### config.mk
export PLATFORM = sky130hd
export DESIGN_NAME = adn_front
export DESIGN_NICKNAME = d
export VERILOG_FILES = /design/src/hdl/adn_pkg.sv /design/src/hdl/adn_div_step.sv /design/src/hdl/adn_front.sv
export SDC_FILE = /design/constraint.sdc
export NUM_CORES = 2
export LEC_CHECK = 0
export BUFFER_PORTS_ARGS = -buffer_cell sky130_fd_sc_hd__buf_4
export CORE_AREA = 5 5 550 552
export DETAILED_ROUTE_END_ITERATION = 16
export DIE_AREA = 0 0 555 557
export GPL_TIMING_DRIVEN = 0
export SLEW_MARGIN = 15
export SYNTH_ARGS = -nofsm -noshare
export SYNTH_HDL_FRONTEND = slang
export SYNTH_SLANG_ARGS = --single-unit
### constraint.sdc
create_clock -name aclk -period 21.9 [get_ports aclk]
set_input_delay 4.38 -clock aclk [delete_from_list [all_inputs] [get_ports aclk]]
set_output_delay 4.38 -clock aclk [all_outputs]
set_load 0.02 [all_outputs]
### src/hdl/adn_pkg.sv
// ============================================================================
// adn_pkg
// Shared widths, register indexes, reset values and pipeline types for the
// axis deadzone normalizer.
// ============================================================================
package adn_pkg;

    localparam int unsigned SAMPLE_WIDTH = 17;
    localparam int unsigned OUT_W        = 16;

    // Divider geometry: every quotient in this block is known to be below 2**16,
    // so each division takes sixteen restoring steps.
    localparam int unsigned DIV_D_W   = (SAMPLE_WIDTH > 16) ? SAMPLE_WIDTH : 16;
    localparam int unsigned DIV_Q_W   = 16;
    localparam int unsigned DIV_N_W   = DIV_D_W + DIV_Q_W;
    localparam int unsigned DIV_STEPS = DIV_Q_W;
    localparam int unsigned CMP_W     = DIV_D_W + 2;
    localparam int unsigned PROD_W    = 16 + SAMPLE_WIDTH;

    localparam int unsigned S_TDATA_W  = ((SAMPLE_WIDTH + 7) / 8) * 8;
    localparam int unsigned M_TDATA_W  = ((OUT_W + 7) / 8) * 8;
    localparam int unsigned CFG_IDX_W  = 3;
    localparam int unsigned CFG_DATA_W = DIV_D_W;

    localparam logic [CFG_IDX_W-1:0] REG_RAW_MIN    = 3'd0;
    localparam logic [CFG_IDX_W-1:0] REG_RAW_MAX    = 3'd1;
    localparam logic [CFG_IDX_W-1:0] REG_FLAT_WIDTH = 3'd2;
    localparam logic [CFG_IDX_W-1:0] REG_OUT_MIN    = 3'd3;
    localparam logic [CFG_IDX_W-1:0] REG_OUT_MAX    = 3'd4;

    localparam logic signed [SAMPLE_WIDTH-1:0] RAW_MIN_RST = SAMPLE_WIDTH'(-32768);
    localparam logic signed [SAMPLE_WIDTH-1:0] RAW_MAX_RST = SAMPLE_WIDTH'(32767);
    localparam logic [15:0]                    FLAT_RST    = 16'd0;
    localparam logic signed [15:0]             OUT_MIN_RST = -16'sd32000;
    localparam logic signed [15:0]             OUT_MAX_RST = 16'sd32000;

    // Which branch of the linear map an item takes.
    typedef enum logic [1:0] {
        SEL_LOW,
        SEL_HIGH,
        SEL_MID
    } sel_t;

    // One lane of the restoring divider: remainder, shifted divisor, quotient.
    typedef struct packed {
        sel_t               sel;
        logic [DIV_N_W-1:0] rem;
        logic [DIV_N_W-1:0] dsh;
        logic [DIV_Q_W-1:0] quo;
    } div_lane_t;

    typedef struct packed {
        logic signed [SAMPLE_WIDTH-1:0] raw_min;
        logic signed [SAMPLE_WIDTH-1:0] raw_max;
        logic [15:0]                    flat_width;
        logic signed [15:0]             out_min;
        logic signed [15:0]             out_max;
    } cfg_t;

    // Values that follow from the configuration alone.
    typedef struct packed {
        logic [15:0]        span_mag;   // |out_max - out_min|
        logic               span_neg;   // out_max < out_min
        logic [DIV_D_W-1:0] raw_span;   // raw_max - raw_min, valid when positive
        logic [15:0]        omax_mag;   // |out_max|
        logic               omax_neg;
        logic [DIV_D_W-1:0] raw_max_u;  // raw_max, valid when positive
        sel_t               thr_sel;
        logic               sym;        // out_min == -out_max
    } cfg_derived_t;

    // Final step of a linear map: pick an end point, or add the signed quotient
    // to the lower end point.
    function automatic logic signed [15:0] map_result(
        input sel_t               sel,
        input logic               neg,
        input logic [15:0]        quo,
        input logic signed [15:0] lo_val,
        input logic signed [15:0] hi_val
    );
        logic signed [17:0] q18;
        logic signed [17:0] sum;
        q18 = {2'b00, quo};
        sum = {{2{lo_val[15]}}, lo_val} + (neg ? (18'sd0 - q18) : q18);
        case (sel)
            SEL_LOW:  map_result = lo_val;
            SEL_HIGH: map_result = hi_val;
            SEL_MID:  map_result = sum[15:0];
            default:  map_result = lo_val;
        endcase
    endfunction

endpackage

### src/hdl/adn_div_step.sv
// ============================================================================
// adn_div_step
// One registered step of the restoring divider: compare, subtract, shift.
// ============================================================================
module adn_div_step
    import adn_pkg::*;
(
    input  logic      aclk,
    input  logic      en,
    input  div_lane_t lane_i,
    output div_lane_t lane_o
);

    div_lane_t lane_reg;
    div_lane_t lane_next;
    logic      fits;

    always_comb begin
        lane_next = lane_i;
        fits      = (lane_i.rem >= lane_i.dsh);
        if (fits) begin
            lane_next.rem = lane_i.rem - lane_i.dsh;
        end
        lane_next.quo = {lane_i.quo[DIV_Q_W-2:0], fits};
        lane_next.dsh = lane_i.dsh >> 1;
    end

    always_ff @(posedge aclk) begin
        if (en) begin
            lane_reg <= lane_next;
        end
    end

    assign lane_o = lane_reg;

endmodule

### src/hdl/adn_front.sv
// ============================================================================
// adn_front
// Maps the clamped raw sample onto the output range and, in a parallel lane,
// maps the flat width onto the deadzone threshold.
// ============================================================================
module adn_front
    import adn_pkg::*;
(
    input  logic                           aclk,
    input  logic                           aresetn,
    input  logic                           adv,
    input  logic                           in_valid,
    input  logic signed [SAMPLE_WIDTH-1:0] in_sample,
    input  cfg_t                           cfg,
    input  cfg_derived_t                   dcfg,
    output logic                           out_valid,
    output logic signed [15:0]             out_v,
    output logic signed [15:0]             out_thr
);

    // Range check and offset from the lower raw bound.
    logic signed [SAMPLE_WIDTH-1:0] rmin;
    logic signed [SAMPLE_WIDTH-1:0] rmax;
    logic signed [SAMPLE_WIDTH:0]   xd_full;
    sel_t                           a_sel_next;
    logic                           a_valid_reg;
    sel_t                           a_sel_reg;
    logic [SAMPLE_WIDTH-1:0]        a_xd_reg;

    assign rmin    = cfg.raw_min;
    assign rmax    = cfg.raw_max;
    assign xd_full = {in_sample[SAMPLE_WIDTH-1], in_sample} - {rmin[SAMPLE_WIDTH-1], rmin};

    always_comb begin
        if (in_sample <= rmin) begin
            a_sel_next = SEL_LOW;
        end else if (in_sample >= rmax) begin
            a_sel_next = SEL_HIGH;
        end else begin
            a_sel_next = SEL_MID;
        end
    end

    always_ff @(posedge aclk) begin
        if (!aresetn) begin
            a_valid_reg <= 1'b0;
        end else if (adv) begin
            a_valid_reg <= in_valid;
        end
    end

    always_ff @(posedge aclk) begin
        if (adv) begin
            a_sel_reg <= a_sel_next;
            a_xd_reg  <= xd_full[SAMPLE_WIDTH-1:0];
        end
    end

    // Products and divider setup.
    logic [PROD_W-1:0] prod_v;
    logic [31:0]       prod_t;
    div_lane_t         b_lane_v_next;
    div_lane_t         b_lane_t_next;
    logic              b_valid_reg;
    div_lane_t         b_lane_v_reg;
    div_lane_t         b_lane_t_reg;

    assign prod_v = dcfg.span_mag * a_xd_reg;
    assign prod_t = dcfg.omax_mag * cfg.flat_width;

    always_comb begin
        b_lane_v_next     = '0;
        b_lane_v_next.sel = a_sel_reg;
        if (a_sel_reg == SEL_MID) begin
            b_lane_v_next.rem = DIV_N_W'(prod_v);
            b_lane_v_next.dsh = {1'b0, dcfg.raw_span, 15'b0};
        end
        b_lane_t_next     = '0;
        b_lane_t_next.sel = dcfg.thr_sel;
        if (dcfg.thr_sel == SEL_MID) begin
            b_lane_t_next.rem = DIV_N_W'(prod_t);
            b_lane_t_next.dsh = {1'b0, dcfg.raw_max_u, 15'b0};
        end
    end

    always_ff @(posedge aclk) begin
        if (!aresetn) begin
            b_valid_reg <= 1'b0;
        end else if (adv) begin
            b_valid_reg <= a_valid_reg;
        end
    end

    always_ff @(posedge aclk) begin
        if (adv) begin
            b_lane_v_reg <= b_lane_v_next;
            b_lane_t_reg <= b_lane_t_next;
        end
    end

    // Sixteen divider steps for both lanes.
    div_lane_t              lane_v [0:DIV_STEPS];
    div_lane_t              lane_t [0:DIV_STEPS];
    logic [DIV_STEPS-1:0]   c_valid_reg;
    logic [DIV_STEPS-1:0]   c_valid_next;

    assign lane_v[0] = b_lane_v_reg;
    assign lane_t[0] = b_lane_t_reg;

    for (genvar i = 0; i < DIV_STEPS; i++) begin : g_step
        adn_div_step u_step_v (
            .aclk   (aclk),
            .en     (adv),
            .lane_i (lane_v[i]),
            .lane_o (lane_v[i+1])
        );
        adn_div_step u_step_t (
            .aclk   (aclk),
            .en     (adv),
            .lane_i (lane_t[i]),
            .lane_o (lane_t[i+1])
        );
    end

    assign c_valid_next = {c_valid_reg[DIV_STEPS-2:0], b_valid_reg};

    always_ff @(posedge aclk) begin
        if (!aresetn) begin
            c_valid_reg <= '0;
        end else if (adv) begin
            c_valid_reg <= c_valid_next;
        end
    end

    // Apply the sign and the lower end point.
    logic              d_valid_reg;
    logic signed [15:0] d_v_reg;
    logic signed [15:0] d_thr_reg;

    always_ff @(posedge aclk) begin
        if (!aresetn) begin
            d_valid_reg <= 1'b0;
        end else if (adv) begin
            d_valid_reg <= c_valid_reg[DIV_STEPS-1];
        end
    end

    always_ff @(posedge aclk) begin
        if (adv) begin
            d_v_reg   <= map_result(lane_v[DIV_STEPS].sel, dcfg.span_neg,
                                    lane_v[DIV_STEPS].quo, cfg.out_min, cfg.out_max);
            d_thr_reg <= map_result(lane_t[DIV_STEPS].sel, dcfg.omax_neg,
                                    lane_t[DIV_STEPS].quo, 16'sd0, cfg.out_max);
        end
    end

    assign out_valid = d_valid_reg;
    assign out_v     = d_v_reg;
    assign out_thr   = d_thr_reg;

endmodule

==> run metrics <==
min cycle time layout=10.69 ns; pre-CTS setup slack=10.35 ns; critical path data arrival time=11.39 ns; pwr dens=148 nW/µm²; XOR/XNOR Fraction of Synth Area=0.0518; Root Buffer=clkbuf_16; Site Rows=200; top cells by count, synth=edfxtp_1 (1,990), inv_1 (1,251), nand2_1 (837); Most used DFF post-synth=edfxtp_1; r2r endpoint=b_lane_v_reg[80]; Seq cells post-synth=2,009; initial antenna violation count=9; CP endpoint=b_lane_v_reg[80]; worst rel slew slack=0.233; global-route wire length before repair=429,000 µm; Avg WL per Cell=18.1 µm; Die H=557 µm; Hold Slack=0.349 ns; Clock Sinks=2,009; count leader, synth=edfxtp_1; largest family of logic cells by synthesized area=adder cells; Lkg Pwr=0.0534 µW; cts bufs inserted=227; Clock power frac=0.188; RSZ-0062 raised after global routing=false; die area=309,000 µm²; top post-synthesis cells by area=edfxtp_1 (50%), ha_1 (8.5%), fa_1 (7.3%), inv_1 (4.0%), xnor2_1 (2.8%); cts hold-fix bufs=0; register-to-register setup slack=14.22 ns; cell count after synthesis=10,300; Critical Path Start=dcfg[63]; Buffers on Ports=202; Mapped Nets=11,700; run status=completed; die width=555 µm; starting density of the core=0.399; period utilization=0.488; total track usage=0.171; CP Capture Type=flip-flop; P&R area growth vs syn=12.0%; Worst Tran Pin Value=1.14 ns; GPL Wtd Cong=0.951; hold depth=0; H-Tree Level Count=4; Crit Path Category=in2reg; largest area contributor in the netlist=edfxtp_1; R2R depth=19; Synth Area in Adders=0.159; share of cells above drive strength 1=0.0678; final setup vio count=0; Via density=5.16; Reg power frac=0.305; CTS clk-pin slew, worst paths=0.06 ns; Req. time, crit path=22.60 ns; post-synthesis sequential area ratio=0.508; first drt pass iteration count=6; total wire length=269,000 µm; Slew Viols, Final=0; Max-Cap Viols=0; vias in the first global route=80,000; Distinct cells, synth=94; clk_skew=0.0931 ns; combinational share of power=0.507; core area=296,000 µm²; mapped cell area=118,000 µm²; post-CTS setup buffer count=0; post-synthesis mux area share=0.0138; RR Startpoint=a_xd_reg[9]; clk_lat worst skew=0.91 ns; DR vias=76,900; final hold vios=0; warnings from Yosys=0; FFs w/ async S/R, synth=0; # DRC=0; Avg Cell Area, Syn=11.5 µm²; Detail Route Antenna Nets=0; Switching Power=7830 µW; TritonCTS clock tree=built; gr ovfl total=0; Resized Gates After CTS=0; hpwl dp=210,000 µm; nets@finish=12,200; Bufs on Longest Clock Path=4; largest net degree at the start of global routing=179; Sw Share=0.399; compound-cell area share of the yosys netlist=0.100; share of the synthesized area in the top cell type=0.505; critical path fanouts, max=10; peak supply drop=249 µV; number of synthesized flops with an enable pin=1,990; FMAX=93.5 MHz; DR iter-0 viols=4,745; internal power=11,800 µW; Final WS setup=11.21 ns; Hold/Removal Path Class=reg2reg; IO Pins=207; Synth Area in Simple Gates=0.120; CP Launch Type=primary input
through the flow:
| stage | std cells | utilization | TNS (ns) | cell area, µm² | total power, µW |
|---|---|---|---|---|---|
| finish | 14900 | 0.447 | 0 | 132000 | 19700 |
| global route | 14900 | 0.447 | 0 | 132000 | 21300 |
| global placement | 14500 | 0.421 | -813.56 | 125000 | 16000 |
| CTS | 14900 | 0.447 | 0 | 132000 | 19800 |
| detailed placement | 14500 | 0.422 | 0 | 125000 | 16000 |
| floorplan | 10300 | - | 0 | 118000 | 13400 |
how the worst min path moves through the flow:
stage,start,slack [ns],to
2_1_floorplan,b_lane_t_reg[82],0.40,g_step[0].u_step_t.lane_o[82]
3_3_place_gp,g_step[0].u_step_v.lane_o[0],0.40,g_step[1].u_step_v.lane_o[1]
3_5_place_dp,b_lane_v_reg[83],0.40,g_step[0].u_step_v.lane_o[83]
4_1_cts,g_step[11].u_step_v.lane_o[5],0.34,g_step[12].u_step_v.lane_o[6]
5_1_grt,g_step[11].u_step_v.lane_o[5],0.34,g_step[12].u_step_v.lane_o[6]
6_report,g_step[11].u_step_v.lane_o[5],0.35,g_step[12].u_step_v.lane_o[6]
area by class of cell:
cell class | count | area, µm²
well taps | 3939 | 4930
inverters | 1257 | 4720
flip-flops and latches | 2009 | 60100
clock inverters | 147 | 1380
fillers | 27100 | 164000
repair buffers | 215 | 1890
plain buffers | 209 | 823
clock buffers | 273 | 5940
multi-input cells | 6845 | 52700
diodes | 6 | 15.0
cell usage in the layout (no fill, tap or decap), drive strengths merged, types with 56 or more instances in the layout:
cell type	synthesis	routed
xnor2	385	385
nand2	837	837
nor3	222	222
o21a	100	100
o21ai	457	457
edfxtp	1990	1990
clkbuf	180	453
ha	808	808
xor2	315	315
nand3	120	120
a21o	210	210
or3	82	82
a211oi	56	56
a31oi	64	64
o31ai	69	69
nand4	79	79
buf	29	244
inv	1254	1266
nor4	113	113
fa	434	434
clkinv	3	99
nand2b	113	113
and2	310	310
nor2b	111	111
a21oi	596	596
nor2	610	610
mux2	103	103
routing by layer:
metal	track usage	vias up	wire length (µm)
met2	0.314	1753	136000
met3	0.0224	589	10600
met4	0.0728	2	12100
li1	-	37500	-
met5	0	-	7
met1	0.202	37000	110000
cells by family (layout without fill, tap and decap cells):
kind of cell / count (synthesis) / in the layout
other: 0 / 6
flip-flops: 2009 / 2009
AO/OA/AOI/OAI: 1896 / 1896
adder cells (fa/ha/maj): 1242 / 1242
AND/OR/NAND/NOR: 2857 / 2857
XOR/XNOR: 700 / 700
buffers and inverters: 1466 / 2101
multiplexers: 150 / 150
power groups by stage:
stage / sequential (µW) / clock [µW] / combinational, µW
floorplan: 5840 / 0 / 7520
CTS: 5990 / 3830 / 10000
detailed placement: 6070 / 0 / 9940
global placement: 6170 / 0 / 9820
global route: 6090 / 3980 / 11200
finish: 6000 / 3700 / 9960
worst max-delay path, cell delays in order:
cell and delay, ns:
clkbuf_1 0.42, clkbuf_1 0.50, nand2_1 0.15, fa_1 0.53, inv_1 0.05, fa_1 0.46
ha_1 0.34, fa_1 0.52, fa_1 0.55, inv_1 0.06, fa_1 0.52, inv_1 0.04
ha_1 0.42, o211ai_1 0.13, o21ai_0 0.54, a21oi_1 0.29, o21ai_0 0.56, or3b_2 0.53
a211o_1 0.31, nand2_1 0.08
Note: power is estimated with default switching activity, not from simulation.
