## src/hdl/adn_pkg.sv

```systemverilog
// ============================================================================
// adn_pkg
// Shared widths, register indexes, reset values and pipeline types for the
// axis deadzone normalizer.
// ============================================================================
package adn_pkg;

    localparam int unsigned SAMPLE_WIDTH = 17;
    localparam int unsigned OUT_W        = 16;

    // Divider geometry: every quotient in this block is known to be below 2**16,
    // so each division takes sixteen restoring steps.
    localparam int unsigned DIV_D_W   = (SAMPLE_WIDTH > 16) ? SAMPLE_WIDTH : 16;
    localparam int unsigned DIV_Q_W   = 16;
    localparam int unsigned DIV_N_W   = DIV_D_W + DIV_Q_W;
    localparam int unsigned DIV_STEPS = DIV_Q_W;
    localparam int unsigned CMP_W     = DIV_D_W + 2;
    localparam int unsigned PROD_W    = 16 + SAMPLE_WIDTH;

    localparam int unsigned S_TDATA_W  = ((SAMPLE_WIDTH + 7) / 8) * 8;
    localparam int unsigned M_TDATA_W  = ((OUT_W + 7) / 8) * 8;
    localparam int unsigned CFG_IDX_W  = 3;
    localparam int unsigned CFG_DATA_W = DIV_D_W;

    localparam logic [CFG_IDX_W-1:0] REG_RAW_MIN    = 3'd0;
    localparam logic [CFG_IDX_W-1:0] REG_RAW_MAX    = 3'd1;
    localparam logic [CFG_IDX_W-1:0] REG_FLAT_WIDTH = 3'd2;
    localparam logic [CFG_IDX_W-1:0] REG_OUT_MIN    = 3'd3;
    localparam logic [CFG_IDX_W-1:0] REG_OUT_MAX    = 3'd4;

    localparam logic signed [SAMPLE_WIDTH-1:0] RAW_MIN_RST = SAMPLE_WIDTH'(-32768);
    localparam logic signed [SAMPLE_WIDTH-1:0] RAW_MAX_RST = SAMPLE_WIDTH'(32767);
    localparam logic [15:0]                    FLAT_RST    = 16'd0;
    localparam logic signed [15:0]             OUT_MIN_RST = -16'sd32000;
    localparam logic signed [15:0]             OUT_MAX_RST = 16'sd32000;

    // Which branch of the linear map an item takes.
    typedef enum logic [1:0] {
        SEL_LOW,
        SEL_HIGH,
        SEL_MID
    } sel_t;

    // One lane of the restoring divider: remainder, shifted divisor, quotient.
    typedef struct packed {
        sel_t               sel;
        logic [DIV_N_W-1:0] rem;
        logic [DIV_N_W-1:0] dsh;
        logic [DIV_Q_W-1:0] quo;
    } div_lane_t;

    typedef struct packed {
        logic signed [SAMPLE_WIDTH-1:0] raw_min;
        logic signed [SAMPLE_WIDTH-1:0] raw_max;
        logic [15:0]                    flat_width;
        logic signed [15:0]             out_min;
        logic signed [15:0]             out_max;
    } cfg_t;

    // Values that follow from the configuration alone.
    typedef struct packed {
        logic [15:0]        span_mag;   // |out_max - out_min|
        logic               span_neg;   // out_max < out_min
        logic [DIV_D_W-1:0] raw_span;   // raw_max - raw_min, valid when positive
        logic [15:0]        omax_mag;   // |out_max|
        logic               omax_neg;
        logic [DIV_D_W-1:0] raw_max_u;  // raw_max, valid when positive
        sel_t               thr_sel;
        logic               sym;        // out_min == -out_max
    } cfg_derived_t;

    // Final step of a linear map: pick an end point, or add the signed quotient
    // to the lower end point.
    function automatic logic signed [15:0] map_result(
        input sel_t               sel,
        input logic               neg,
        input logic [15:0]        quo,
        input logic signed [15:0] lo_val,
        input logic signed [15:0] hi_val
    );
        logic signed [17:0] q18;
        logic signed [17:0] sum;
        q18 = {2'b00, quo};
        sum = {{2{lo_val[15]}}, lo_val} + (neg ? (18'sd0 - q18) : q18);
        case (sel)
            SEL_LOW:  map_result = lo_val;
            SEL_HIGH: map_result = hi_val;
            SEL_MID:  map_result = sum[15:0];
            default:  map_result = lo_val;
        endcase
    endfunction

endpackage

```

## src/hdl/adn_div_step.sv

```systemverilog
// ============================================================================
// adn_div_step
// One registered step of the restoring divider: compare, subtract, shift.
// ============================================================================
module adn_div_step
    import adn_pkg::*;
(
    input  logic      aclk,
    input  logic      en,
    input  div_lane_t lane_i,
    output div_lane_t lane_o
);

    div_lane_t lane_reg;
    div_lane_t lane_next;
    logic      fits;

    always_comb begin
        lane_next = lane_i;
        fits      = (lane_i.rem >= lane_i.dsh);
        if (fits) begin
            lane_next.rem = lane_i.rem - lane_i.dsh;
        end
        lane_next.quo = {lane_i.quo[DIV_Q_W-2:0], fits};
        lane_next.dsh = lane_i.dsh >> 1;
    end

    always_ff @(posedge aclk) begin
        if (en) begin
            lane_reg <= lane_next;
        end
    end

    assign lane_o = lane_reg;

endmodule

```

## src/hdl/adn_dz.sv

```systemverilog
// ============================================================================
// adn_dz
// Removes the deadzone around zero and stretches the rest back to the full
// output range. Skipped when the output range is not symmetric.
// ============================================================================
module adn_dz
    import adn_pkg::*;
(
    input  logic               aclk,
    input  logic               aresetn,
    input  logic               adv,
    input  logic               in_valid,
    input  logic signed [15:0] in_v,
    input  logic signed [15:0] in_thr,
    input  cfg_t               cfg,
    input  cfg_derived_t       dcfg,
    output logic               last_valid,
    output logic signed [15:0] out_value
);

    // Pull toward zero and clip the new range bounds.
    logic signed [17:0] v18;
    logic signed [17:0] t18;
    logic signed [17:0] omin18;
    logic signed [17:0] omax18;
    logic signed [17:0] vp_next;
    logic signed [17:0] lo_next;
    logic signed [17:0] hi_next;
    logic               in_dz;

    assign v18    = {{2{in_v[15]}}, in_v};
    assign t18    = {{2{in_thr[15]}}, in_thr};
    assign omin18 = {{2{cfg.out_min[15]}}, cfg.out_min};
    assign omax18 = {{2{cfg.out_max[15]}}, cfg.out_max};

    always_comb begin
        in_dz = (v18 <= t18) && (v18 >= (18'sd0 - t18));
        if (in_dz) begin
            vp_next = 18'sd0;
        end else if (v18 > 18'sd0) begin
            vp_next = v18 - t18;
        end else begin
            vp_next = v18 + t18;
        end
        lo_next = omin18 + t18;
        if (lo_next > 18'sd0) begin
            lo_next = 18'sd0;
        end
        hi_next = omax18 - t18;
        if (hi_next < 18'sd0) begin
            hi_next = 18'sd0;
        end
    end

    logic               e1_valid_reg;
    logic signed [17:0] e1_vp_reg;
    logic signed [17:0] e1_lo_reg;
    logic signed [17:0] e1_hi_reg;
    logic signed [15:0] e1_v_reg;

    always_ff @(posedge aclk) begin
        if (!aresetn) begin
            e1_valid_reg <= 1'b0;
        end else if (adv) begin
            e1_valid_reg <= in_valid;
        end
    end

    always_ff @(posedge aclk) begin
        if (adv) begin
            e1_vp_reg <= vp_next;
            e1_lo_reg <= lo_next;
            e1_hi_reg <= hi_next;
            e1_v_reg  <= in_v;
        end
    end

    // Branch of the second map, offset and span.
    sel_t               e2_sel_next;
    logic signed [17:0] xd_full;
    logic signed [17:0] span_full;
    logic               e2_valid_reg;
    sel_t               e2_sel_reg;
    logic [15:0]        e2_xd_reg;
    logic [15:0]        e2_span_reg;
    logic signed [15:0] e2_v_reg;

    assign xd_full   = e1_vp_reg - e1_lo_reg;
    assign span_full = e1_hi_reg - e1_lo_reg;

    always_comb begin
        if (e1_vp_reg <= e1_lo_reg) begin
            e2_sel_next = SEL_LOW;
        end else if (e1_vp_reg >= e1_hi_reg) begin
            e2_sel_next = SEL_HIGH;
        end else begin
            e2_sel_next = SEL_MID;
        end
    end

    always_ff @(posedge aclk) begin
        if (!aresetn) begin
            e2_valid_reg <= 1'b0;
        end else if (adv) begin
            e2_valid_reg <= e1_valid_reg;
        end
    end

    always_ff @(posedge aclk) begin
        if (adv) begin
            e2_sel_reg  <= e2_sel_next;
            e2_xd_reg   <= xd_full[15:0];
            e2_span_reg <= span_full[15:0];
            e2_v_reg    <= e1_v_reg;
        end
    end

    // Product and divider setup.
    logic [31:0]        prod;
    div_lane_t          f_lane_next;
    logic               f_valid_reg;
    div_lane_t          f_lane_reg;
    logic signed [15:0] f_v_reg;

    assign prod = dcfg.span_mag * e2_xd_reg;

    always_comb begin
        f_lane_next     = '0;
        f_lane_next.sel = e2_sel_reg;
        if (e2_sel_reg == SEL_MID) begin
            f_lane_next.rem = DIV_N_W'(prod);
            f_lane_next.dsh = {1'b0, DIV_D_W'(e2_span_reg), 15'b0};
        end
    end

    always_ff @(posedge aclk) begin
        if (!aresetn) begin
            f_valid_reg <= 1'b0;
        end else if (adv) begin
            f_valid_reg <= e2_valid_reg;
        end
    end

    always_ff @(posedge aclk) begin
        if (adv) begin
            f_lane_reg <= f_lane_next;
            f_v_reg    <= e2_v_reg;
        end
    end

    // Divider steps, with the unmapped value carried alongside.
    div_lane_t            lane [0:DIV_STEPS];
    logic [DIV_STEPS-1:0] g_valid_reg;
    logic signed [15:0]   g_v_reg [0:DIV_STEPS-1];

    assign lane[0] = f_lane_reg;

    for (genvar i = 0; i < DIV_STEPS; i++) begin : g_step
        adn_div_step u_step (
            .aclk   (aclk),
            .en     (adv),
            .lane_i (lane[i]),
            .lane_o (lane[i+1])
        );
    end

    always_ff @(posedge aclk) begin
        if (!aresetn) begin
            g_valid_reg <= '0;
        end else if (adv) begin
            g_valid_reg <= {g_valid_reg[DIV_STEPS-2:0], f_valid_reg};
        end
    end

    always_ff @(posedge aclk) begin
        if (adv) begin
            g_v_reg[0] <= f_v_reg;
            for (int k = 1; k < DIV_STEPS; k++) begin
                g_v_reg[k] <= g_v_reg[k-1];
            end
        end
    end

    assign last_valid = g_valid_reg[DIV_STEPS-1];
    assign out_value  = dcfg.sym
                      ? map_result(lane[DIV_STEPS].sel, dcfg.span_neg, lane[DIV_STEPS].quo,
                                   cfg.out_min, cfg.out_max)
                      : g_v_reg[DIV_STEPS-1];

endmodule

```

## config.mk

```make
export PLATFORM = sky130hd
export DESIGN_NAME = adn_dz
export DESIGN_NICKNAME = d
export VERILOG_FILES = /design/src/hdl/adn_pkg.sv /design/src/hdl/adn_div_step.sv /design/src/hdl/adn_dz.sv
export SDC_FILE = /design/constraint.sdc
export NUM_CORES = 2
export LEC_CHECK = 0
export BUFFER_PORTS_ARGS = -buffer_cell sky130_fd_sc_hd__buf_4
export CAP_MARGIN = 20
export CORE_MARGIN = 3
export CORE_UTILIZATION = 45
export DETAILED_ROUTE_END_ITERATION = 16
export PLACE_DENSITY = 0.65
export SLEW_MARGIN = 15
export SYNTH_ARGS = -nofsm -noshare
export SYNTH_HDL_FRONTEND = slang
export SYNTH_SLANG_ARGS = --single-unit
```

## constraint.sdc

```tcl
create_clock -name aclk -period 20.4 [get_ports aclk]
set_clock_uncertainty 0.15 [all_clocks]
set_input_delay 4.08 -clock aclk [delete_from_list [all_inputs] [get_ports aclk]]
set_output_delay 4.08 -clock aclk [all_outputs]
set_load 0.01 [all_outputs]
```

==> results.txt <==
The largest total area in the synthesized netlist belongs to sky130_fd_sc_hd__edfxtp_1. The number of iterations in the first detailed-routing pass is 6. The total negative setup slack came out at 0 ps. Summed over all nets, the half-perimeter wirelength after detailed placement is about 110000 um. The clock period minus worst slack came out at between 10000 and 15000 ps. The post-detailed-route wirelength per cell is between 15 and 20 um. The post-CTS clock slew at the launch and capture registers of the worst setup and hold paths is ~60 ps. The multiplexer fraction of the synthesized cell area is between 1 and 1.5%. The worst setup path is of the primary input to output pin kind. In the routed design, unresolved DRC markers number 0. The clock latency reported for the late side of the worst-skew pair is roughly 760 ps.

Of the total synthesized cell area, the portion taken by AND, OR, NAND and NOR gates is about 11%. The count of hold buffers inserted by post-cts repair is 0. The die outline height came out at a little over 400 um. The post-synthesis adder-cell area fraction is 14.5%. The placer congestion estimate came out at around 0.92. The data required time of the worst path is about 16000 ps. For this design, the sink count on the clock tree is 1361. The via total after detailed routing came out at between 40000 and 50000. ~210 I/O pins were placed.

The run finished with clean final reports. The final-report hold violation count is 0. For this run, the total global-route usage over all layers was measured as between 10% and 20%. The worst endpoint data arrival time came out at about 7400 ps. The area fraction in compound gates after synthesis is under 10%.

The floorplan row count is between 100 and 150. TritonCTS built the clock tree. The slew of the pin with the lowest slew margin came out at roughly 1100 ps. The placeable core region came out at around 0.16 mm2.

By area the synthesized netlist is led by sky130_fd_sc_hd__edfxtp_1, sky130_fd_sc_hd__ha_1, sky130_fd_sc_hd__fa_1. Summing the areas of all xor and xnor instances in the mapped netlist gives under 10% of the synthesized area. By area, the combinational part of the netlist is dominated by adder cells. Averaged over all synthesized cells, the footprint is around 12 um2.

The number of buffers added on ports came out at around 100. The share of layout cells above drive strength 1 came out at ~6.5%. The H-tree was split into 4 levels. The main flop type after synthesis is sky130_fd_sc_hd__edfxtp_1. The number of antenna-violating nets in the routed design came out at 0. In the routed layout, each cell is associated on average with a via count of approximately 5.3. The post-synthesis net count came out at 7032. The critical path's largest stage delay is 560 ps. Setup repair after global routing left no endpoint under its margin. The pin count of the biggest net entering global routing is 189.

Dividing the final minimum period by the clock period gives 57.2%. Summing every instance area after synthesis gives between 0.07 and 0.08 mm2. The via count of the first global-routing pass came out at around 46000.

Grouping stages by cell kind, the critical path spends the most delay in compound AO/OA/AOI/OAI gates. The number of max-slew violations in the final report came out at 0. The deepest clock path buffer count is 3.

The slowest stage of the critical path belongs to the cell sky130_fd_sc_hd__a2111oi_0. The buffer and inverter count on the worst path came out at 2. Synthesis produced around 6100 cells. The total number of yosys warnings came out at 0. The signal on the critical path passes through buf_4 -> o21ai_0 -> ha_1 -> a21o_1 -> a21o_1 -> a2111oi_0 -> nand4b_1 -> nand2_1 -> o31a_1 -> a211o_1 -> a21oi_1 -> xnor2_1 -> o21ai_0 -> buf_4.

The count of unique library cells instantiated by Yosys is between 80 and 90. The number of antenna violations at the first check in global routing came out at 4. The worst setup path is launched from a primary input. Summed over its instances, the top area cell type makes up between 50% and 60% of the synthesized netlist area. The die is a little over 400 um wide. The cell area after layout is 0.0818 mm2. The fmax came out at approximately 86 MHz. The top fanout value on the critical path is 16. The cell chosen for the clock root is sky130_fd_sc_hd__clkbuf_16.

The nature of the critical path endpoint is an output pin. The routed design has around 150000 um of wire. In this run the tightest slew margin relative to its limit is ~30%. The number of nets in the final layout is 7200.

The die covers approximately 0.17 mm2. The remaining global-route overflow is 0. The area of placed instances is slightly below 0.08 mm2.

The layout-stage area growth over the synthesis result came out at 10.7%. The number of buffers inserted during clock tree synthesis is about 140. The buffers inserted during post-CTS setup optimization came out at 0.

The count of maximum capacitance violations is 0. The initial cell density of the core is between 40% and 50%. For this run, asynchronously set or reset flops after synthesis account for 0%. Setup violations remaining at the end of the flow were counted as 0. The register bit total from synthesis came out at roughly 1400. In this run, the number of DRC markers left after iteration 0 of detailed routing was roughly 3500. The number of enable flip-flop cells after synthesis is roughly 1300. The fill cell instance count of the final layout is 14100. The first global-routing pass estimated 240000 um of wire. The share of the yosys chip area belonging to registers is 55.1%. The min-delay analysis places its worst path in the category flop to flop. The number of gates given a new drive strength after cts is 0. The number of flip-flops in the largest register is 903.
[synthesized netlist by cell type (12+ instances only)]
| cell type | instances |
|---|---|
| sky130_fd_sc_hd__and2_1 | 150 |
| sky130_fd_sc_hd__a211o_1 | 15 |
| sky130_fd_sc_hd__a211oi_1 | 29 |
| sky130_fd_sc_hd__or4_1 | 27 |
| sky130_fd_sc_hd__o31ai_1 | 42 |
| sky130_fd_sc_hd__nand2_1 | 480 |
| sky130_fd_sc_hd__nand4_1 | 40 |
| sky130_fd_sc_hd__ha_1 | 508 |
| sky130_fd_sc_hd__nor2_1 | 378 |
| sky130_fd_sc_hd__nor4_1 | 71 |
| sky130_fd_sc_hd__inv_1 | 707 |
| sky130_fd_sc_hd__a21o_1 | 126 |
| sky130_fd_sc_hd__o211ai_1 | 18 |
| sky130_fd_sc_hd__a31o_2 | 12 |
| sky130_fd_sc_hd__nor4b_1 | 12 |
| sky130_fd_sc_hd__a31oi_1 | 32 |
| sky130_fd_sc_hd__xnor2_1 | 214 |
| sky130_fd_sc_hd__o21ai_0 | 287 |
| sky130_fd_sc_hd__mux2i_1 | 37 |
| sky130_fd_sc_hd__or3_1 | 34 |
| sky130_fd_sc_hd__a21oi_1 | 286 |
| sky130_fd_sc_hd__o41ai_1 | 15 |
| sky130_fd_sc_hd__or2_2 | 15 |
| sky130_fd_sc_hd__fa_1 | 216 |
| sky130_fd_sc_hd__mux2_2 | 45 |
| sky130_fd_sc_hd__clkbuf_1 | 102 |
| sky130_fd_sc_hd__xor2_1 | 194 |
| sky130_fd_sc_hd__o21a_1 | 48 |
| sky130_fd_sc_hd__nand2b_1 | 85 |
| sky130_fd_sc_hd__and4_1 | 13 |
| sky130_fd_sc_hd__nor3_1 | 102 |
| sky130_fd_sc_hd__a21boi_0 | 31 |
| sky130_fd_sc_hd__o21bai_1 | 23 |
| sky130_fd_sc_hd__and3_1 | 33 |
| sky130_fd_sc_hd__a22oi_1 | 12 |
| sky130_fd_sc_hd__nand3_1 | 69 |
| sky130_fd_sc_hd__dfxtp_1 | 19 |
| sky130_fd_sc_hd__a221oi_1 | 18 |
| sky130_fd_sc_hd__edfxtp_1 | 1342 |
| sky130_fd_sc_hd__nor2b_1 | 95 |
[through the flow]
stage	util (%)	setup WS [ps]	hold slack [ps]	instances
after floorplan	-	9350	250	6119
after global placement	47.4	8680	250	8319
after detailed placement	47.4	8760	255	8320
after CTS	50.2	8730	250	8570
after global routing	50.2	8550	251	8572
final	50.2	8740	254	8573
[cell usage in the layout (no fill, tap or decap), types with 15 or more instances in the layout]
master                         n
sky130_fd_sc_hd__ha_1        508
sky130_fd_sc_hd__buf_4       127
sky130_fd_sc_hd__nand4_1      40
sky130_fd_sc_hd__o21bai_1     23
sky130_fd_sc_hd__a211oi_1     28
sky130_fd_sc_hd__fa_1        216
sky130_fd_sc_hd__o21ai_0     287
sky130_fd_sc_hd__and3_1       33
sky130_fd_sc_hd__a211o_1      15
sky130_fd_sc_hd__clkinv_1     31
sky130_fd_sc_hd__or3_1        34
sky130_fd_sc_hd__o21a_1       48
sky130_fd_sc_hd__o31ai_1      42
sky130_fd_sc_hd__nor4_1       71
sky130_fd_sc_hd__clkbuf_1     29
sky130_fd_sc_hd__nor2_1      378
sky130_fd_sc_hd__nand2b_1     85
sky130_fd_sc_hd__a21oi_1     286
sky130_fd_sc_hd__nand3_1      69
sky130_fd_sc_hd__mux2i_1      37
sky130_fd_sc_hd__o41ai_1      15
sky130_fd_sc_hd__clkbuf_16   138
sky130_fd_sc_hd__nor2b_1      95
sky130_fd_sc_hd__a221oi_1     18
sky130_fd_sc_hd__a31oi_1      30
sky130_fd_sc_hd__a21boi_0     31
sky130_fd_sc_hd__a21o_1      126
sky130_fd_sc_hd__and2_1      150
sky130_fd_sc_hd__mux2_2       45
sky130_fd_sc_hd__clkinv_2     17
sky130_fd_sc_hd__o211ai_1     18
sky130_fd_sc_hd__dfxtp_1      19
sky130_fd_sc_hd__or2_2        15
sky130_fd_sc_hd__inv_1       707
sky130_fd_sc_hd__or4_1        27
sky130_fd_sc_hd__xor2_1      194
sky130_fd_sc_hd__edfxtp_1   1342
sky130_fd_sc_hd__nor3_1      102
sky130_fd_sc_hd__xnor2_1     214
sky130_fd_sc_hd__nand2_1     480
[final cells by class]
type	instances	area, um2	share of cell area (%)
sequential	1361	40700	49.7
multi-input combinational	3944	30200	36.9
clock buffer	167	3560	4.35
tap	2175	2720	3.33
inverter	708	2660	3.25
timing repair buffer	134	1080	1.32
clock inverter	83	922	1.13
antenna	1	2.50	0.00306
[logic make-up (layout without fill, tap and decap cells)]
| family | after synthesis | after routing |
|---|---|---|
| other | 1 | 2 |
| AND/OR/NAND/NOR | 1650 | 1650 |
| multiplexers | 82 | 82 |
| buffers and inverters | 814 | 1092 |
| XOR/XNOR | 408 | 408 |
| flip-flops | 1361 | 1361 |
| adder cells (fa/ha/maj) | 724 | 724 |
| AO/OA/AOI/OAI | 1079 | 1079 |
[worst register-to-register path, stage by stage, from the launching register on]
cell and delay (ps):
sky130_fd_sc_hd__edfxtp_1 640, sky130_fd_sc_hd__and2_1 300, sky130_fd_sc_hd__fa_1 530, sky130_fd_sc_hd__inv_1 60, sky130_fd_sc_hd__fa_1 580, sky130_fd_sc_hd__fa_1 440
sky130_fd_sc_hd__fa_1 510, sky130_fd_sc_hd__inv_1 70, sky130_fd_sc_hd__fa_1 530, sky130_fd_sc_hd__inv_1 60, sky130_fd_sc_hd__fa_1 540, sky130_fd_sc_hd__inv_1 50
sky130_fd_sc_hd__ha_1 350, sky130_fd_sc_hd__nand2_1 130, sky130_fd_sc_hd__o41ai_2 720, sky130_fd_sc_hd__a211oi_1 260, sky130_fd_sc_hd__or3_1 360, sky130_fd_sc_hd__a21boi_0 270
sky130_fd_sc_hd__nor3_1 80, sky130_fd_sc_hd__a2111oi_0 520
[routing by layer]
layer / track usage, % / routed length (um)
met5: 0 / 13
met1: 22.6 / 64000
met2: 30.4 / 72000
met3: 2.68 / 6730
met4: 7.15 / 5510
[final timing paths]
kind,startpoint,end,slack (ps),cells after the start
min,g_step[7].u_step.lane_o[0],g_step[8].u_step.lane_o[1],250,0
max,dcfg[54],out_value[15],8740,14
max reg2reg,e2_xd_reg[6],f_lane_reg[75],13010,19
min reg2reg,g_step[7].u_step.lane_o[0],g_step[8].u_step.lane_o[1],250,0
Power is not shown: default switching activity piles up to over one toggle a cycle in this logic, so the estimate is an artifact.
